==> src/rtl/binary_to_decimal_ascii_defines.svh <==
// assertion helpers shared by the rtl
`ifndef BINARY_TO_DECIMAL_ASCII_DEFINES_SVH
`define BINARY_TO_DECIMAL_ASCII_DEFINES_SVH

// checked on every clock edge outside reset
`define BDA_ASSERT(lbl, prop) \
  lbl: assert property (@(posedge clk_i) disable iff (!rst_ni) prop) \
    else $error("assertion failed");

// checked on every clock edge, reset included
`define BDA_ASSERT_ALWAYS(lbl, prop) \
  lbl: assert property (@(posedge clk_i) prop) else $error("assertion failed");

`endif

==> src/rtl/bda_pkg.sv <==
package bda_pkg;

  localparam int MaxDigits  = 10;
  localparam int DigitW     = 4;
  localparam int CntW       = $clog2(MaxDigits + 1);
  localparam int DigIdxW    = (MaxDigits > 1) ? $clog2(MaxDigits) : 1;
  localparam int QueueDepth = 2;
  localparam int QPtrW      = (QueueDepth > 1) ? $clog2(QueueDepth) : 1;
  localparam int QCntW      = $clog2(QueueDepth + 1);

  localparam logic [7:0]  AutoWidth = 8'hFF;
  localparam logic [7:0]  AsciiZero = 8'h30;
  localparam logic [31:0] Recip10   = 32'hCCCCCCCD;
  localparam int          RecipShift = 35;

  typedef logic [DigitW-1:0] digit_t;
  typedef logic [CntW-1:0] cnt_t;
  typedef digit_t [MaxDigits-1:0] digits_t;

  typedef struct packed {
    digits_t digits;
    cnt_t    count;
  } entry_t;

endpackage

==> src/rtl/bda_queue.sv <==
`include "binary_to_decimal_ascii_defines.svh"

module bda_queue import bda_pkg::*; (
  input  logic   clk_i,
  input  logic   rst_ni,
  input  logic   push_i,
  output logic   push_ready_o,
  input  entry_t push_data_i,
  output logic   pop_valid_o,
  input  logic   pop_i,
  output entry_t pop_data_o
);

  entry_t           mem_q [QueueDepth];
  logic [QPtrW-1:0] wr_ptr_q, rd_ptr_q;
  logic [QCntW-1:0] cnt_q;
  logic             do_push, do_pop;

  assign push_ready_o = (cnt_q != QCntW'(QueueDepth));
  assign pop_valid_o  = (cnt_q != '0);
  assign pop_data_o   = mem_q[rd_ptr_q];
  assign do_push      = push_i && push_ready_o;
  assign do_pop       = pop_i && pop_valid_o;

  always_ff @(posedge clk_i or negedge rst_ni) begin
    if (!rst_ni) begin
      wr_ptr_q <= '0;
      rd_ptr_q <= '0;
      cnt_q    <= '0;
    end else begin
      if (do_push) begin
        wr_ptr_q <= QPtrW'(wr_ptr_q + 1'b1);
      end
      if (do_pop) begin
        rd_ptr_q <= QPtrW'(rd_ptr_q + 1'b1);
      end
      case ({do_push, do_pop})
        2'b10:   cnt_q <= QCntW'(cnt_q + 1'b1);
        2'b01:   cnt_q <= QCntW'(cnt_q - 1'b1);
        default: cnt_q <= cnt_q;
      endcase
    end
  end

  always_ff @(posedge clk_i) begin
    if (do_push) begin
      mem_q[wr_ptr_q] <= push_data_i;
    end
  end

  `BDA_ASSERT(a_cnt_bound, cnt_q <= QCntW'(QueueDepth))
  `BDA_ASSERT(a_no_push_full, push_i && !push_ready_o && !do_pop |=> cnt_q == QCntW'(QueueDepth))
  `BDA_ASSERT(a_ptr_track, cnt_q == '0 |-> wr_ptr_q == rd_ptr_q)

endmodule

==> config.mk <==
export PLATFORM = sky130hd
export DESIGN_NAME = bda_queue
export DESIGN_NICKNAME = d
export VERILOG_FILES = /design/src/rtl/bda_pkg.sv /design/src/rtl/bda_queue.sv
export VERILOG_INCLUDE_DIRS = /design/src /design/src/rtl
export SDC_FILE = /design/constraint.sdc
export NUM_CORES = 1
export LEC_CHECK = 0
export BUFFER_PORTS_ARGS = -buffer_cell sky130_fd_sc_hd__buf_2
export CAP_MARGIN = 20
export CELL_PAD_IN_SITES_DETAIL_PLACEMENT = 0
export CELL_PAD_IN_SITES_GLOBAL_PLACEMENT = 1
export CORE_MARGIN = 3
export CORE_UTILIZATION = 30
export CTS_CLUSTER_SIZE = 24
export DETAILED_ROUTE_END_ITERATION = 8
export PLACE_DENSITY = 0.69
export SLEW_MARGIN = 30
export SYNTH_ARGS = -nofsm -noshare
export SYNTH_HDL_FRONTEND = slang
export SYNTH_SLANG_ARGS = --single-unit
==> constraint.sdc <==
create_clock -name clk_i -period 3.9 [get_ports clk_i]
set_input_delay 0.78 -clock clk_i [delete_from_list [all_inputs] [get_ports clk_i]]
set_output_delay 0.78 -clock clk_i [all_outputs]
set_load 0.005 [all_outputs]
==> flow_metrics.env <==
export IMPL_status="completed"
export IMPL_crit_path_start_kind="flop"
export IMPL_syn_instance_count=154
export IMPL_cts_max_path_buffers=2
export IMPL_synth_common_cells="edfxtp_1 (88), mux2_2 (42), buf_6 (5)"
export IMPL_synth_nets=203
export IMPL_grt_pass1_vias=1832
export IMPL_total_power_mw=3.00
export IMPL_grt_pass1_wl_mm=9.45
export IMPL_required_ns=3.12
export IMPL_dr_total_vias=1681
export IMPL_yosysUniqueCellTypes=14
export IMPL_worst_slack_ns=1.40
export IMPL_fp_dieH_um=112
export IMPL_clkPwrFrac_pct=24.8
export IMPL_placed_area_um2=4010
export IMPL_p_leak_nw=1.59
export IMPL_timing_final_max_slew_violations=0
export IMPL_io_pins=94
export IMPL_pre_cts_ws_ns=1.49
export IMPL_synth_area_um2=3400
export IMPL_die_w_um=112
export IMPL_internal_power_mw=2.21
export IMPL_fmax_mhz=400
export IMPL_cp_num_buf_inv=1
export IMPL_crit_slowest_cell="dfrtp_4"
export IMPL_numCtsBuffers=9
export IMPL_power_density_nw_per_um2=704
export IMPL_hold_viol=0
export IMPL_finalSetupViolCount=0
export IMPL_netlist_top_cells_area="edfxtp_1 (78%), mux2_2 (14%), dfrtp_1 (2.9%)"
export IMPL_cts_resized=0
export IMPL_ff2ff_setup_slack_ns=1.87
export IMPL_slew_headroom_pct=52.4
export IMPL_wirelength_mm=5.75
export IMPL_cts_hold_fix_buffers=0
export IMPL_yosys_area_top_type_share_pct=77.8
export IMPL_first_iter_violations=46
export IMPL_fin_crit_sh_pct=64.2
export IMPL_p_comb_share_pct=24.9
export IMPL_setup_tns_ns=0
export IMPL_root_buffer="clkbuf_16"
export IMPL_antenna_found_initial=0
export IMPL_crit_type="flop to output pin"
export IMPL_crit_family="flip-flops"
export IMPL_overflow=0
export IMPL_worst_pin_slew_ns=0.713
export IMPL_dp_hpwl_mm=3.70
export IMPL_drc=0
export IMPL_critPathMaxFanout=45
export IMPL_p_sw_mw=0.795
export IMPL_syn_area_per_cell_um2=22.1
export IMPL_max_cap_violations=0
export IMPL_end_kind="output pin"
export IMPL_routed_via_density=4.20
export IMPL_ys_seq_area_share_pct=80.7
export IMPL_path_clk_slew_ns=0.06
export IMPL_place_congestion=0.690
export IMPL_firstDrtPassIters=3
export IMPL_fin_hold_ws_ns=0.254
export IMPL_h_tree_depth=3
export IMPL_diodes=0
export IMPL_die_area_um2=12600
export IMPL_clock_sinks=92
export IMPL_coreArea_um2=10900
export IMPL_area_growth_syn_to_layout_pct=25.6
export IMPL_clock_skew_ns=0.00499
export IMPL_clock_latency_ns=0.33
export IMPL_wl_per_cell_um=14.4
export IMPL_rsz0062_at_grt="false"
export IMPL_grt_use_total_pct=9.81
export IMPL_cpPeakStageDelay_ns=0.84
export IMPL_post_cts_buffers=0
export IMPL_finalCriticalPeriod_ns=2.50
export IMPL_cts_tree="done"
export IMPL_io_buffers=93
export IMPL_stdcell_area_um2=4270
export IMPL_synth_warnings=0
export IMPL_rows=38
export IMPL_synth_area_leader_cell="edfxtp_1"
export IMPL_final_nets=304
export IMPL_synth_async_reset_ratio_pct=4.35
export IMPL_synth_most_common_cell="edfxtp_1"
export IMPL_min_path_type="primary input to async pin"
export IMPL_yosys_most_used_dff="edfxtp_1"
export IMPL_drive_gt1_share_pct=58.8
export IMPL_postRouteAntennaNets=0
export IMPL_initial_core_util_pct=31.1
export IMPL_synth_edf_count=88
export IMPL_cp_arrival_ns=1.72
export IMPL_irDropWorstVdd_mv=0.246
export IMPL_synth_seq_cells=92
export IMPL_worstPathCellList="mux2_2 -> buf_2"
export IMPL_grt_max_degree=46
export IMPL_p_sw_share_pct=26.5
export IMPL_p_seq_share_pct=50.2
[final timing paths]
kind | from | end | cells past startpoint
setup / recovery | rd_ptr_q | pop_data_o[30] | 2
hold / removal | rst_ni | rd_ptr_q | 1
setup reg to reg | cnt_q[0] | mem_q[0][20] | 4
hold reg to reg | cnt_q[1] | cnt_q[1] | 1
max in group asynchronous | rst_ni | rd_ptr_q | 1
min in group clk_i | cnt_q[1] | cnt_q[1] | 1
[metal layers]
metal | wire length, um | track usage [%] | up-vias
li1 | - | - | 805
met1 | 2440 | 11.8 | 804
met2 | 2800 | 15.4 | 64
met3 | 422 | 4.64 | 8
met4 | 76 | 3.85 | 0
met5 | 0 | 0 | -
[power groups by stage]
stage | Sequential [mW] | Combinational [mW] | Clock (mW)
after CTS | 1.52 | 0.775 | 0.781
after global placement | 1.53 | 0.776 | 0
after detailed placement | 1.54 | 0.770 | 0
after global routing | 1.54 | 0.833 | 0.828
final | 1.51 | 0.749 | 0.746
after floorplan | 1.42 | 0.571 | 0
[area by class of cell]
class	count	area [um^2]
sequential	92	2750
multi-input combinational	57	611
clock inverter	4	16.3
fill	1039	6670
tap	140	175
timing repair buffer	95	480
clock buffer	12	236
[cells by family after synthesis]
group | count (synthesis) | synth area share, %
flops | 92 | 80.7
mux | 44 | 14.8
simple gates | 7 | 1.14
xor+xnor | 5 | 1.29
buf+inv | 5 | 1.66
fa+ha+maj | 1 | 0.368
[registers in the layout, indices dropped and copies added (netlist names)]
name / count
mem_q: 88
wr_ptr_q: 1
rd_ptr_q: 1
cnt_q: 2
[per-stage QoR]
| stage | instances | utilization (%) |
|---|---|---|
| 4_1_cts | 400 | 39.0 |
| 6_report | 400 | 39.0 |
| 3_3_place_gp | 384 | 36.6 |
| 3_5_place_dp | 384 | 36.7 |
| 5_1_grt | 400 | 39.0 |
| 2_1_floorplan | 154 | - |
[cell usage in the layout, fill, tap and decap left out, types with 2 or more instances in the layout]
cell type,count
buf_2,93
edfxtp_1,88
mux2_2,42
clkbuf_16,9
xnor2_1,3
clkbuf_1,3
clkinv_1,3
dfrtp_1,3
mux2_4,2
xor2_1,2
buf_4,2
Note: power is estimated with default switching activity, not from simulation.
