### config.mk
export PLATFORM = sky130hd
export DESIGN_NAME = bda_back
export DESIGN_NICKNAME = d
export VERILOG_FILES = /design/src/rtl/bda_pkg.sv /design/src/rtl/bda_back.sv
export VERILOG_INCLUDE_DIRS = /design/src /design/src/rtl
export SDC_FILE = /design/constraint.sdc
export NUM_CORES = 1
export LEC_CHECK = 0
export ABC_AREA = 0
export BUFFER_PORTS_ARGS = -buffer_cell sky130_fd_sc_hd__buf_2
export CORE_MARGIN = 1.5
export CORE_UTILIZATION = 35
export CTS_CLUSTER_DIAMETER = 80
export DETAILED_ROUTE_END_ITERATION = 7
export GPL_TIMING_DRIVEN = 0
export SYNTH_ARGS = -nofsm -noshare
export SYNTH_HDL_FRONTEND = slang
export SYNTH_SLANG_ARGS = --single-unit
export TNS_END_PERCENT = 50
### constraint.sdc
create_clock -name clk_i -period 7.4 [get_ports clk_i]
set_clock_uncertainty 0.05 [all_clocks]
set_input_delay 0.74 -clock clk_i [delete_from_list [all_inputs] [get_ports clk_i]]
set_output_delay 0.74 -clock clk_i [all_outputs]
set_load 0.02 [all_outputs]
### src/rtl/binary_to_decimal_ascii_defines.svh
// assertion helpers shared by the rtl
`ifndef BINARY_TO_DECIMAL_ASCII_DEFINES_SVH
`define BINARY_TO_DECIMAL_ASCII_DEFINES_SVH

// checked on every clock edge outside reset
`define BDA_ASSERT(lbl, prop) \
  lbl: assert property (@(posedge clk_i) disable iff (!rst_ni) prop) \
    else $error("assertion failed");

// checked on every clock edge, reset included
`define BDA_ASSERT_ALWAYS(lbl, prop) \
  lbl: assert property (@(posedge clk_i) prop) else $error("assertion failed");

`endif

### src/rtl/bda_pkg.sv
package bda_pkg;

  localparam int MaxDigits  = 10;
  localparam int DigitW     = 4;
  localparam int CntW       = $clog2(MaxDigits + 1);
  localparam int DigIdxW    = (MaxDigits > 1) ? $clog2(MaxDigits) : 1;
  localparam int QueueDepth = 2;
  localparam int QPtrW      = (QueueDepth > 1) ? $clog2(QueueDepth) : 1;
  localparam int QCntW      = $clog2(QueueDepth + 1);

  localparam logic [7:0]  AutoWidth = 8'hFF;
  localparam logic [7:0]  AsciiZero = 8'h30;
  localparam logic [31:0] Recip10   = 32'hCCCCCCCD;
  localparam int          RecipShift = 35;

  typedef logic [DigitW-1:0] digit_t;
  typedef logic [CntW-1:0] cnt_t;
  typedef digit_t [MaxDigits-1:0] digits_t;

  typedef struct packed {
    digits_t digits;
    cnt_t    count;
  } entry_t;

endpackage

### src/rtl/bda_back.sv
`include "binary_to_decimal_ascii_defines.svh"

module bda_back import bda_pkg::*; (
  input  logic       clk_i,
  input  logic       rst_ni,
  input  logic       pop_valid_i,
  output logic       pop_o,
  input  entry_t     pop_data_i,
  output logic       out_valid_o,
  input  logic       out_ready_i,
  output logic [7:0] character_o,
  output logic       last_o
);

  logic               busy_q;
  cnt_t               pos_q;
  digits_t            digits_q;
  logic               out_valid_q;
  logic [7:0]         char_q;
  logic               last_q;
  logic               advance, term;
  logic [DigIdxW-1:0] idx;

  assign advance = busy_q && (!out_valid_q || out_ready_i);
  assign term    = advance && (pos_q == '0);
  assign pop_o   = pop_valid_i && (!busy_q || term);
  assign idx     = DigIdxW'(pos_q - 1'b1);

  assign out_valid_o = out_valid_q;
  assign character_o = char_q;
  assign last_o      = last_q;

  always_ff @(posedge clk_i or negedge rst_ni) begin
    if (!rst_ni) begin
      busy_q      <= 1'b0;
      out_valid_q <= 1'b0;
    end else begin
      if (advance) begin
        out_valid_q <= 1'b1;
      end else if (out_ready_i) begin
        out_valid_q <= 1'b0;
      end
      // next request loads while the terminator goes out
      if (pop_o) begin
        busy_q <= 1'b1;
      end else if (term) begin
        busy_q <= 1'b0;
      end
    end
  end

  always_ff @(posedge clk_i) begin
    if (advance) begin
      if (pos_q == '0) begin
        char_q <= 8'h00;
        last_q <= 1'b1;
      end else begin
        char_q <= AsciiZero + 8'(digits_q[idx]);
        last_q <= 1'b0;
        pos_q  <= CntW'(pos_q - 1'b1);
      end
    end
    if (pop_o) begin
      pos_q    <= pop_data_i.count;
      digits_q <= pop_data_i.digits;
    end
  end

  `BDA_ASSERT(a_pos_bound, busy_q |-> pos_q <= CntW'(MaxDigits))
  `BDA_ASSERT(a_last_zero, out_valid_q && last_q |-> char_q == 8'h00)
  `BDA_ASSERT(a_pop_when_free, pop_o |-> !busy_q || term)

endmodule

==> results of run 1 <==
worst paths after layout:
check,slack [ns],start,depth (start not counted),end
min in group clk_i,0.42,busy_q$_DFFE_PN0P_,1,out_valid_o$_DFFE_PN0P_
max in group asynchronous,7.04,rst_ni,1,out_valid_o$_DFFE_PN0P_
min reg2reg,0.42,busy_q$_DFFE_PN0P_,1,out_valid_o$_DFFE_PN0P_
max,3.88,pos_q[0]$_DFFE_PP_,8,pop_o
min,0.17,rst_ni,1,busy_q$_DFFE_PN0P_
max reg2reg,4.84,pos_q[0]$_DFFE_PP_,7,digits_q[19]$_DFFE_PP_
logic make-up (layout without fill, tap and decap cells):
| family | after synthesis | after routing | share of synthesized area |
|---|---|---|---|
| xor+xnor | 1 | 1 | 0.00740 |
| buf+inv | 13 | 77 | 0.0375 |
| fa+ha+maj | 2 | 2 | 0.0114 |
| other cells | 1 | 2 | 0.00170 |
| flops | 52 | 52 | 0.705 |
| simple gates | 26 | 26 | 0.0614 |
| mux | 20 | 20 | 0.132 |
| compound gates | 13 | 13 | 0.0432 |
per-stage QoR:
stage / cells / power, mW
final: 268 / 0.891
after global routing: 268 / 0.949
after CTS: 268 / 0.903
after detailed placement: 260 / 0.756
after global placement: 260 / 0.753
after floorplan: 129 / 0.669
power groups by stage:
stage	Sequential [mW]	Combinational [mW]	Clock [mW]
2_1_floorplan	0.426	0.244	0
3_3_place_gp	0.411	0.342	0
3_5_place_dp	0.411	0.344	0
4_1_cts	0.405	0.346	0.153
5_1_grt	0.408	0.377	0.165
6_report	0.404	0.339	0.148
synthesized netlist by cell type:
cell type,count
mux2_2,12
o32ai_1,4
nor3b_4,1
a22oi_1,1
mux2_4,2
or2_2,1
a21bo_2,1
nand2b_1,3
nand2_1,12
buf_4,5
nor2_1,6
buf_6,2
mux2i_1,2
xnor2_2,1
inv_1,6
mux4_1,4
o31ai_1,1
nor4_1,1
edfxtp_1,50
o21ai_0,2
ha_1,2
conb_1,1
nand2_4,1
and2_1,1
o22ai_1,4
dfrtp_1,2
layer usage:
layer  vias up  routed length, um  GRT usage
met5         -                  0          0
met4         0                 17     0.0305
met3         2                251     0.0363
met2        48               1600      0.176
met1       548               1680      0.148
li1        614                  -          -
sequential cells by signal, summed over array words and instances, names as in the netlist:
name / cells
last_o: 1
pos_q: 4
digits_q: 40
character_o: 5
out_valid_o: 1
busy_q: 1
final cells by class:
cell class,instances,area (um2),area share
buffer,7,60.1,0.0226
clock buffer,8,80.1,0.0301
inverter,6,22.5,0.00847
multi-input combinational,64,569,0.214
sequential,52,1550,0.584
tap,75,93.8,0.0353
timing repair buffer,56,280,0.105
==> flow_metrics.py, run 1 <==
metrics = {
    "cells_and_area": {
        "drive_above_1_share": 0.456,
        "fin_util": 0.444,
        "syn_to_final_growth_pct": 20.8,
        "mostFrequentLayoutCells": "56 x buf_2, 50 x edfxtp_1, 12 x nand2_1, 12 x mux2_2, 6 x nor2_1",
        "design_area_mm2": 0.00266,
        "antenna_cells": 0,
        "final_common_cell": "buf_2",
        "final_nets": 242,
        "fillCellCount": 523,
    },
    "cts": {
        "cts_hold_buf": 0,
        "cts_buffer_depth": 2,
        "cts_buffers": 5,
        "insertion_delay_ns": 0.29,
        "clkTransAtPathRegs_ns": 0.08,
        "htreeDepth": 2,
        "cts_num_sinks": 52,
        "tritoncts": "done",
        "cts_root_buffer": "clkbuf_8",
        "cts_resized": 0,
        "cts_setup_buffers": 0,
    },
    "worst_setup_path": {
        "critPathTopFamily": "buffers and inverters",
        "start_kind": "register",
        "crit_chain": "buf_6 -> inv_1 -> ha_1 -> nor3b_4 -> a21bo_2 -> nand2_4 -> inv_2 -> buf_2",
        "crit_required_ns": 6.61,
        "crit_path_end_kind": "output pin",
        "crit_path_max_incr_delay_ns": 0.59,
        "critPathBufInv": 4,
        "crit_fanout": 41,
        "slowest_stage": "inv_2",
        "cp_data_arrival_time_ns": 2.73,
        "path_class": "reg2out",
    },
    "sta": {
        "tightest_slew_ns": 0.826,
        "max_slew_margin": 0.450,
        "finalHoldViolations": 0,
        "fmax_mhz": 284,
        "fin_crit_sh": 0.476,
        "finalSetupTns_ns": 0,
        "min_period_ns": 3.52,
        "hold_slack_ns": 0.166,
        "grt_setup_unrepaired": "no",
        "final.setup.worst_slack_ns": 3.88,
        "slew_viol_final": 0,
        "finalSetupViolCount": 0,
    },
    "floorplanning": {
        "core_mm2": 0.00599,
        "pin_count": 59,
        "row_count": 28,
        "fp.dieH_um": 82.3,
        "initial_utilization": 0.367,
        "die-width_um": 82.3,
        "die_area_mm2": 0.00677,
    },
    "routing": {
        "first_pass_iters": 4,
        "antenna_left": 0,
        "drtIter0Drc": 86,
        "drc_errors": 0,
        "vias_per_cell": 4.52,
        "drt-total-wl_mm": 3.55,
        "vias": 1212,
        "wl_per_cell_um": 13.3,
    },
    "placed_design": {
        "gp_congestion": 0.759,
        "hpwl_mm": 2.70,
        "placement.cell_area_mm2": 0.00258,
        "io_buffers": 56,
        "dpl_worst_slack_ns": 4.16,
    },
    "synth": {
        "ys_top_cells_by_area": "edfxtp_1 68%, mux2_2 6.1%, mux4_1 4.8%",
        "syn-instance-count": 128,
        "yosysSeqAreaShare": 0.705,
        "synth-seq-cells": 52,
        "ys_types": 26,
        "synth_top_area_share": 0.683,
        "synth_top_area_cell": "edfxtp_1",
        "synth_area_mm2": 0.00220,
        "synth.avg_cell_area_um2": 17.2,
        "yosys_warnings": 0,
    },
    "power": {
        "pwr-share-seq": 0.453,
        "powerDensity_mw_per_mm2": 335,
        "peakVddDrop_v": 0.000206,
        "power_leakage_nw": 1.05,
        "p_sw_uw": 278,
        "p_clk_frac": 0.167,
        "p_comb_frac": 0.380,
        "p_sw_frac": 0.312,
        "power.internal_uw": 613,
    },
    "global_routing": {
        "grt_max_degree": 42,
        "grt_pass1_wl_mm": 5.48,
        "grt_pass1_vias": 1190,
        "overflow": 0,
        "antenna_found_initial": 0,
        "grt_usage": 0.112,
    },
    "run": {
        "drv_cap": 0,
    },
    "hold_path": {
        "min_path_type": "in2async",
    },
    "outcome": {
        "status": "completed",
    },
}
Note: power is estimated with default switching activity, not from simulation.
==> inputs of run 2 (changes only) <==
==> constraint.sdc (replaced) <==
create_clock -name clk_i -period 3.4 [get_ports clk_i]
set_clock_uncertainty 0.05 [all_clocks]
set_input_delay 0.34 -clock clk_i [delete_from_list [all_inputs] [get_ports clk_i]]
set_output_delay 0.34 -clock clk_i [all_outputs]
set_load 0.02 [all_outputs]
==> flow_metrics.py, run 2 (same netlist as run 1, synthesis figures left out) <==
metrics = {
    "global_routing": {
        "grt_usage": 0.112,
        "overflow": 0,
        "antenna_found_initial": 0,
        "grt_pass1_wl_mm": 5.52,
        "grt_max_degree": 42,
        "grt_pass1_vias": 1204,
    },
    "cells_and_area": {
        "drive_above_1_share": 0.454,
        "mostFrequentLayoutCells": "56 x buf_2, 50 x edfxtp_1, 12 x nand2_1, 12 x mux2_2, 6 x nor2_1",
        "final_common_cell": "buf_2",
        "antenna_cells": 0,
        "syn_to_final_growth_pct": 21.3,
        "largest_reg_flops": 40,
        "fin_util": 0.445,
        "top_register": "digits_q",
        "final_nets": 243,
    },
    "sta": {
        "fin_crit_sh": 0.918,
        "slew_viol_final": 0,
        "final.setup.worst_slack_ns": 0.278,
        "finalSetupTns_ns": 0,
        "fmax_mhz": 320,
        "tightest_slew_ns": 0.826,
        "grt_setup_unrepaired": "no",
        "hold_slack_ns": 0.170,
        "finalSetupViolCount": 0,
        "finalHoldViolations": 0,
        "min_period_ns": 3.12,
        "max_slew_margin": 0.450,
    },
    "run": {
        "drv_cap": 0,
    },
    "floorplanning": {
        "fp.dieH_um": 82.3,
        "die-width_um": 82.3,
        "die_area_mm2": 0.00677,
        "core_mm2": 0.00599,
        "initial_utilization": 0.367,
        "pin_count": 59,
        "row_count": 28,
    },
    "hold_path": {
        "min_path_type": "in2reg",
        "hold_start": "pop_data_i[15]",
    },
    "routing": {
        "drc_errors": 0,
        "first_pass_iters": 4,
        "routedLengthMet1_mm": 1.69,
        "drtIter0Drc": 84,
        "wl_met2_mm": 1.60,
        "vias_per_cell": 4.51,
        "top_layer": "met4",
        "dr_wl_met3_um": 246,
        "drt-total-wl_mm": 3.55,
        "vias": 1213,
        "antenna_left": 0,
        "wl_per_cell_um": 13.2,
    },
    "cts": {
        "cts_num_sinks": 52,
        "tritoncts": "done",
        "clkTransAtPathRegs_ns": 0.08,
        "cts_buffers": 5,
        "insertion_delay_ns": 0.29,
        "cts_setup_buffers": 0,
        "htreeDepth": 2,
        "cts_buffer_depth": 2,
        "cts_root_buffer": "clkbuf_8",
        "cts_resized": 0,
        "cts_hold_buf": 1,
    },
    "power": {
        "peakVddDrop_v": 0.000449,
        "p_comb_frac": 0.380,
        "pwr-share-seq": 0.453,
        "power.internal_mw": 1.33,
        "powerDensity_mw_per_mm2": 727,
        "totalPowerFinal_mw": 1.94,
        "p_clk_frac": 0.167,
        "p_sw_frac": 0.312,
        "p_sw_uw": 606,
        "power_leakage_nw": 1.05,
    },
    "outcome": {
        "status": "completed",
    },
    "worst_setup_path": {
        "r2r_start": "pos_q[0]$_DFFE_PP_",
        "crit_path_end_kind": "output pin",
        "crit_fanout": 41,
        "start_kind": "register",
        "crit_required_ns": 3.01,
        "startpoint": "pos_q[0]$_DFFE_PP_",
        "cp_data_arrival_time_ns": 2.73,
        "path_class": "reg2out",
    },
    "placed_design": {
        "gp_congestion": 0.759,
        "dpl_worst_slack_ns": 0.565,
        "io_buffers": 56,
        "hpwl_mm": 2.70,
    },
}
[run 2: power groups by stage]
stage	combinational [mW]	clock (mW)	sequential, mW
finish	0.738	0.324	0.879
global route	0.821	0.359	0.887
CTS	0.753	0.333	0.881
detailed placement	0.749	0	0.895
global placement	0.745	0	0.894
floorplan	0.531	0	0.926
[run 2: area by class of cell]
cell class | instances | area (um2)
fill | 524 | 3320
sequential | 52 | 1550
multi-input combinational | 64 | 569
timing repair buffer | 57 | 290
tap | 75 | 93.8
clock buffer | 8 | 80.1
buffer | 7 | 60.1
inverter | 6 | 22.5
[run 2: worst max-delay path, cell delays in order (launching register included)]
cell and delay (ns):
edfxtp_1 0.47, buf_6 0.19, inv_1 0.13, ha_1 0.21, nor3b_4 0.23, a21bo_2 0.19, nand2_4 0.09, inv_2 0.60
buf_2 0.30
[run 2: final timing paths]
path                            depth (start not counted)                 endpoint  slack [ns]
max in group asynchronous                               2  out_valid_o$_DFFE_PN0P_        2.90
worst min-delay path                                    1   digits_q[11]$_DFFE_PP_        0.17
min in group asynchronous                               2       busy_q$_DFFE_PN0P_        0.30
worst max register to register                          7   digits_q[16]$_DFFE_PP_        0.84
worst max-delay path                                    8                    pop_o        0.28
worst min register to register                          1  out_valid_o$_DFFE_PN0P_        0.42
[run 2: per-layer routing]
layer | vias to the layer above | GRT usage
li1 | 616 | -
met1 | 547 | 0.148
met4 | 0 | 0.0305
met3 | 2 | 0.0363
met2 | 48 | 0.178
met5 | - | 0
[run 2: per-stage QoR]
stage,cell area (um2),instances
6_report,2670,269
5_1_grt,2670,269
4_1_cts,2670,269
3_5_place_dp,2580,260
3_3_place_gp,2580,260
2_1_floorplan,2200,129
==> inputs of run 3 (changes only) <==
--- a/config.mk
+++ b/config.mk
@@ -13,6 +13,7 @@
 export CTS_CLUSTER_DIAMETER = 80
 export DETAILED_ROUTE_END_ITERATION = 7
 export GPL_TIMING_DRIVEN = 0
+export REMOVE_ABC_BUFFERS = 1
 export SYNTH_ARGS = -nofsm -noshare
 export SYNTH_HDL_FRONTEND = slang
 export SYNTH_SLANG_ARGS = --single-unit
==> flow_metrics.py, run 3 (same netlist as run 1, synthesis figures left out) <==
metrics = {
    "routing": {
        "drt-total-wl_mm": 3.58,
        "drc_errors": 0,
        "first_pass_iters": 4,
        "wl_per_cell_um": 13.7,
        "antenna_left": 0,
        "drtIter0Drc": 89,
        "vias": 1218,
        "vias_per_cell": 4.65,
    },
    "floorplanning": {
        "pin_count": 59,
        "initial_utilization": 0.367,
        "fp.dieH_um": 82.3,
        "die_area_mm2": 0.00677,
        "die-width_um": 82.3,
        "row_count": 28,
        "core_mm2": 0.00599,
    },
    "cells_and_area": {
        "antenna_cells": 0,
        "final_common_cell": "buf_2",
        "fin_util": 0.437,
        "mostFrequentLayoutCells": "56 x buf_2, 50 x edfxtp_1, 12 x nand2_1, 12 x mux2_2, 6 x nor2_1",
        "design_area_mm2": 0.00262,
        "final_nets": 236,
        "fillCellCount": 565,
        "drive_above_1_share": 0.444,
        "syn_to_final_growth_pct": 19.0,
        "largest_reg_flops": 40,
        "top_register": "digits_q",
    },
    "hold_path": {
        "holdPathStages": 1,
        "hold_start": "pop_data_i[28]",
        "hold_path_end": "digits_q[24]$_DFFE_PP_",
        "min_path_type": "in2reg",
    },
    "cts": {
        "cts_setup_buffers": 0,
        "tritoncts": "done",
        "insertion_delay_ns": 0.30,
        "cts_buffers": 5,
        "cts_buffer_depth": 2,
        "htreeDepth": 2,
        "cts_root_buffer": "clkbuf_8",
        "cts_num_sinks": 52,
        "clkTransAtPathRegs_ns": 0.09,
    },
    "sta": {
        "hold_slack_ns": 0.159,
        "grt_setup_unrepaired": "no",
        "slew_viol_final": 0,
        "tightest_slew_ns": 0.658,
        "finalSetupViolCount": 0,
        "finalHoldViolations": 0,
        "max_slew_margin": 0.562,
        "finalSetupTns_ns": 0,
        "min_period_ns": 2.94,
        "fmax_mhz": 340,
        "fin_crit_sh": 0.865,
    },
    "worst_setup_path": {
        "crit_path_max_incr_delay_ns": 0.64,
        "r2r_start": "pos_q[0]$_DFFE_PP_",
        "r2r_cells": 5,
        "path_class": "reg2out",
        "timing.rr.end": "character_o[3]$_SDFFCE_PN0P_",
        "crit_required_ns": 3.01,
        "r2r_slack_ns": 0.69,
        "crit_chain": "inv_1 -> ha_1 -> nor3b_4 -> a21bo_2 -> nand2_4 -> inv_4 -> buf_2",
        "slowest_stage": "edfxtp_1",
        "cp_data_arrival_time_ns": 2.55,
        "crit_path_end_kind": "output pin",
        "critPathTopFamily": "buffers and inverters",
        "critPathBufInv": 3,
        "start_kind": "register",
        "crit_fanout": 41,
    },
    "placed_design": {
        "io_buffers": 56,
        "hpwl_mm": 2.60,
        "gp_congestion": 0.677,
        "placement.cell_area_mm2": 0.00252,
    },
    "power": {
        "peakVddDrop_v": 0.000376,
        "powerDensity_mw_per_mm2": 732,
        "power_leakage_nw": 1.02,
        "totalPowerFinal_mw": 1.92,
    },
    "outcome": {
        "status": "completed",
    },
    "run": {
        "drv_cap": 0,
    },
    "global_routing": {
        "overflow": 0,
        "grt_pass1_wl_mm": 5.81,
        "grt_max_degree": 42,
        "grt_pass1_vias": 1261,
        "antenna_found_initial": 0,
        "grt_usage": 0.118,
    },
}
## run 3: cell types whose count changed in the layout (fill, tap and decap cells not counted), sizes merged
cell / delta
clkbuf: -3
clkinv: +1
buf: -7
clkinvlp: +2
## run 3: metal layers
| layer | up-vias | track usage | part of all wire |
|---|---|---|---|
| li1 | 597 | - | - |
| met1 | 573 | 0.147 | 0.43 |
| met2 | 43 | 0.191 | 0.49 |
| met3 | 5 | 0.0374 | 0.068 |
| met4 | 0 | 0.0458 | 0.012 |
| met5 | - | 0 | 0 |
## run 3: cell type report
cell class                 count  area (um2)  share of cell area
timing repair buffer          57         290               0.111
multi-input combinational     64         569               0.217
inverter                       6        25.0             0.00956
clock buffer                   5        68.8              0.0263
tap                           75        93.8              0.0359
clock inverter                 3        18.8             0.00717
sequential                    52        1550               0.593
## run 3: how the worst max path moves through the flow
stage                        from                     to  slack (ns)  cells past startpoint
6_report       pos_q[0]$_DFFE_PP_                  pop_o        0.46                      7
5_1_grt        pos_q[0]$_DFFE_PP_                  pop_o        0.21                      7
4_1_cts        pos_q[0]$_DFFE_PP_                  pop_o        0.11                      7
3_5_place_dp   pos_q[0]$_DFFE_PP_                  pop_o        0.47                      7
3_3_place_gp   pos_q[0]$_DFFE_PP_                  pop_o       -0.06                      7
2_1_floorplan  pos_q[0]$_DFFE_PP_  digits_q[0]$_DFFE_PP_        0.70                      6
## run 3: where the power goes
group          switching, mW  internal (mW)  leakage [nW]
clock network          0.193          0.142        0.0378
logic                  0.364          0.310         0.502
registers             0.0678          0.839         0.476
total                  0.625           1.29          1.02
## run 3: metrics by stage
| stage | setup WS [ns] | instances |
|---|---|---|
| floorplan | 0.695 | 122 |
| global placement | -0.0574 | 253 |
| detailed placement | 0.470 | 253 |
| CTS | 0.106 | 262 |
| global route | 0.207 | 262 |
| finish | 0.459 | 262 |
## run 3: what timing repair did
action / 4_1_cts / 5_1_grt
hold buffers: 1 / 0
hold endpoints to repair: 2 / 0
setup endpoints to repair: 0 / 1
resized for setup: 0 / 2
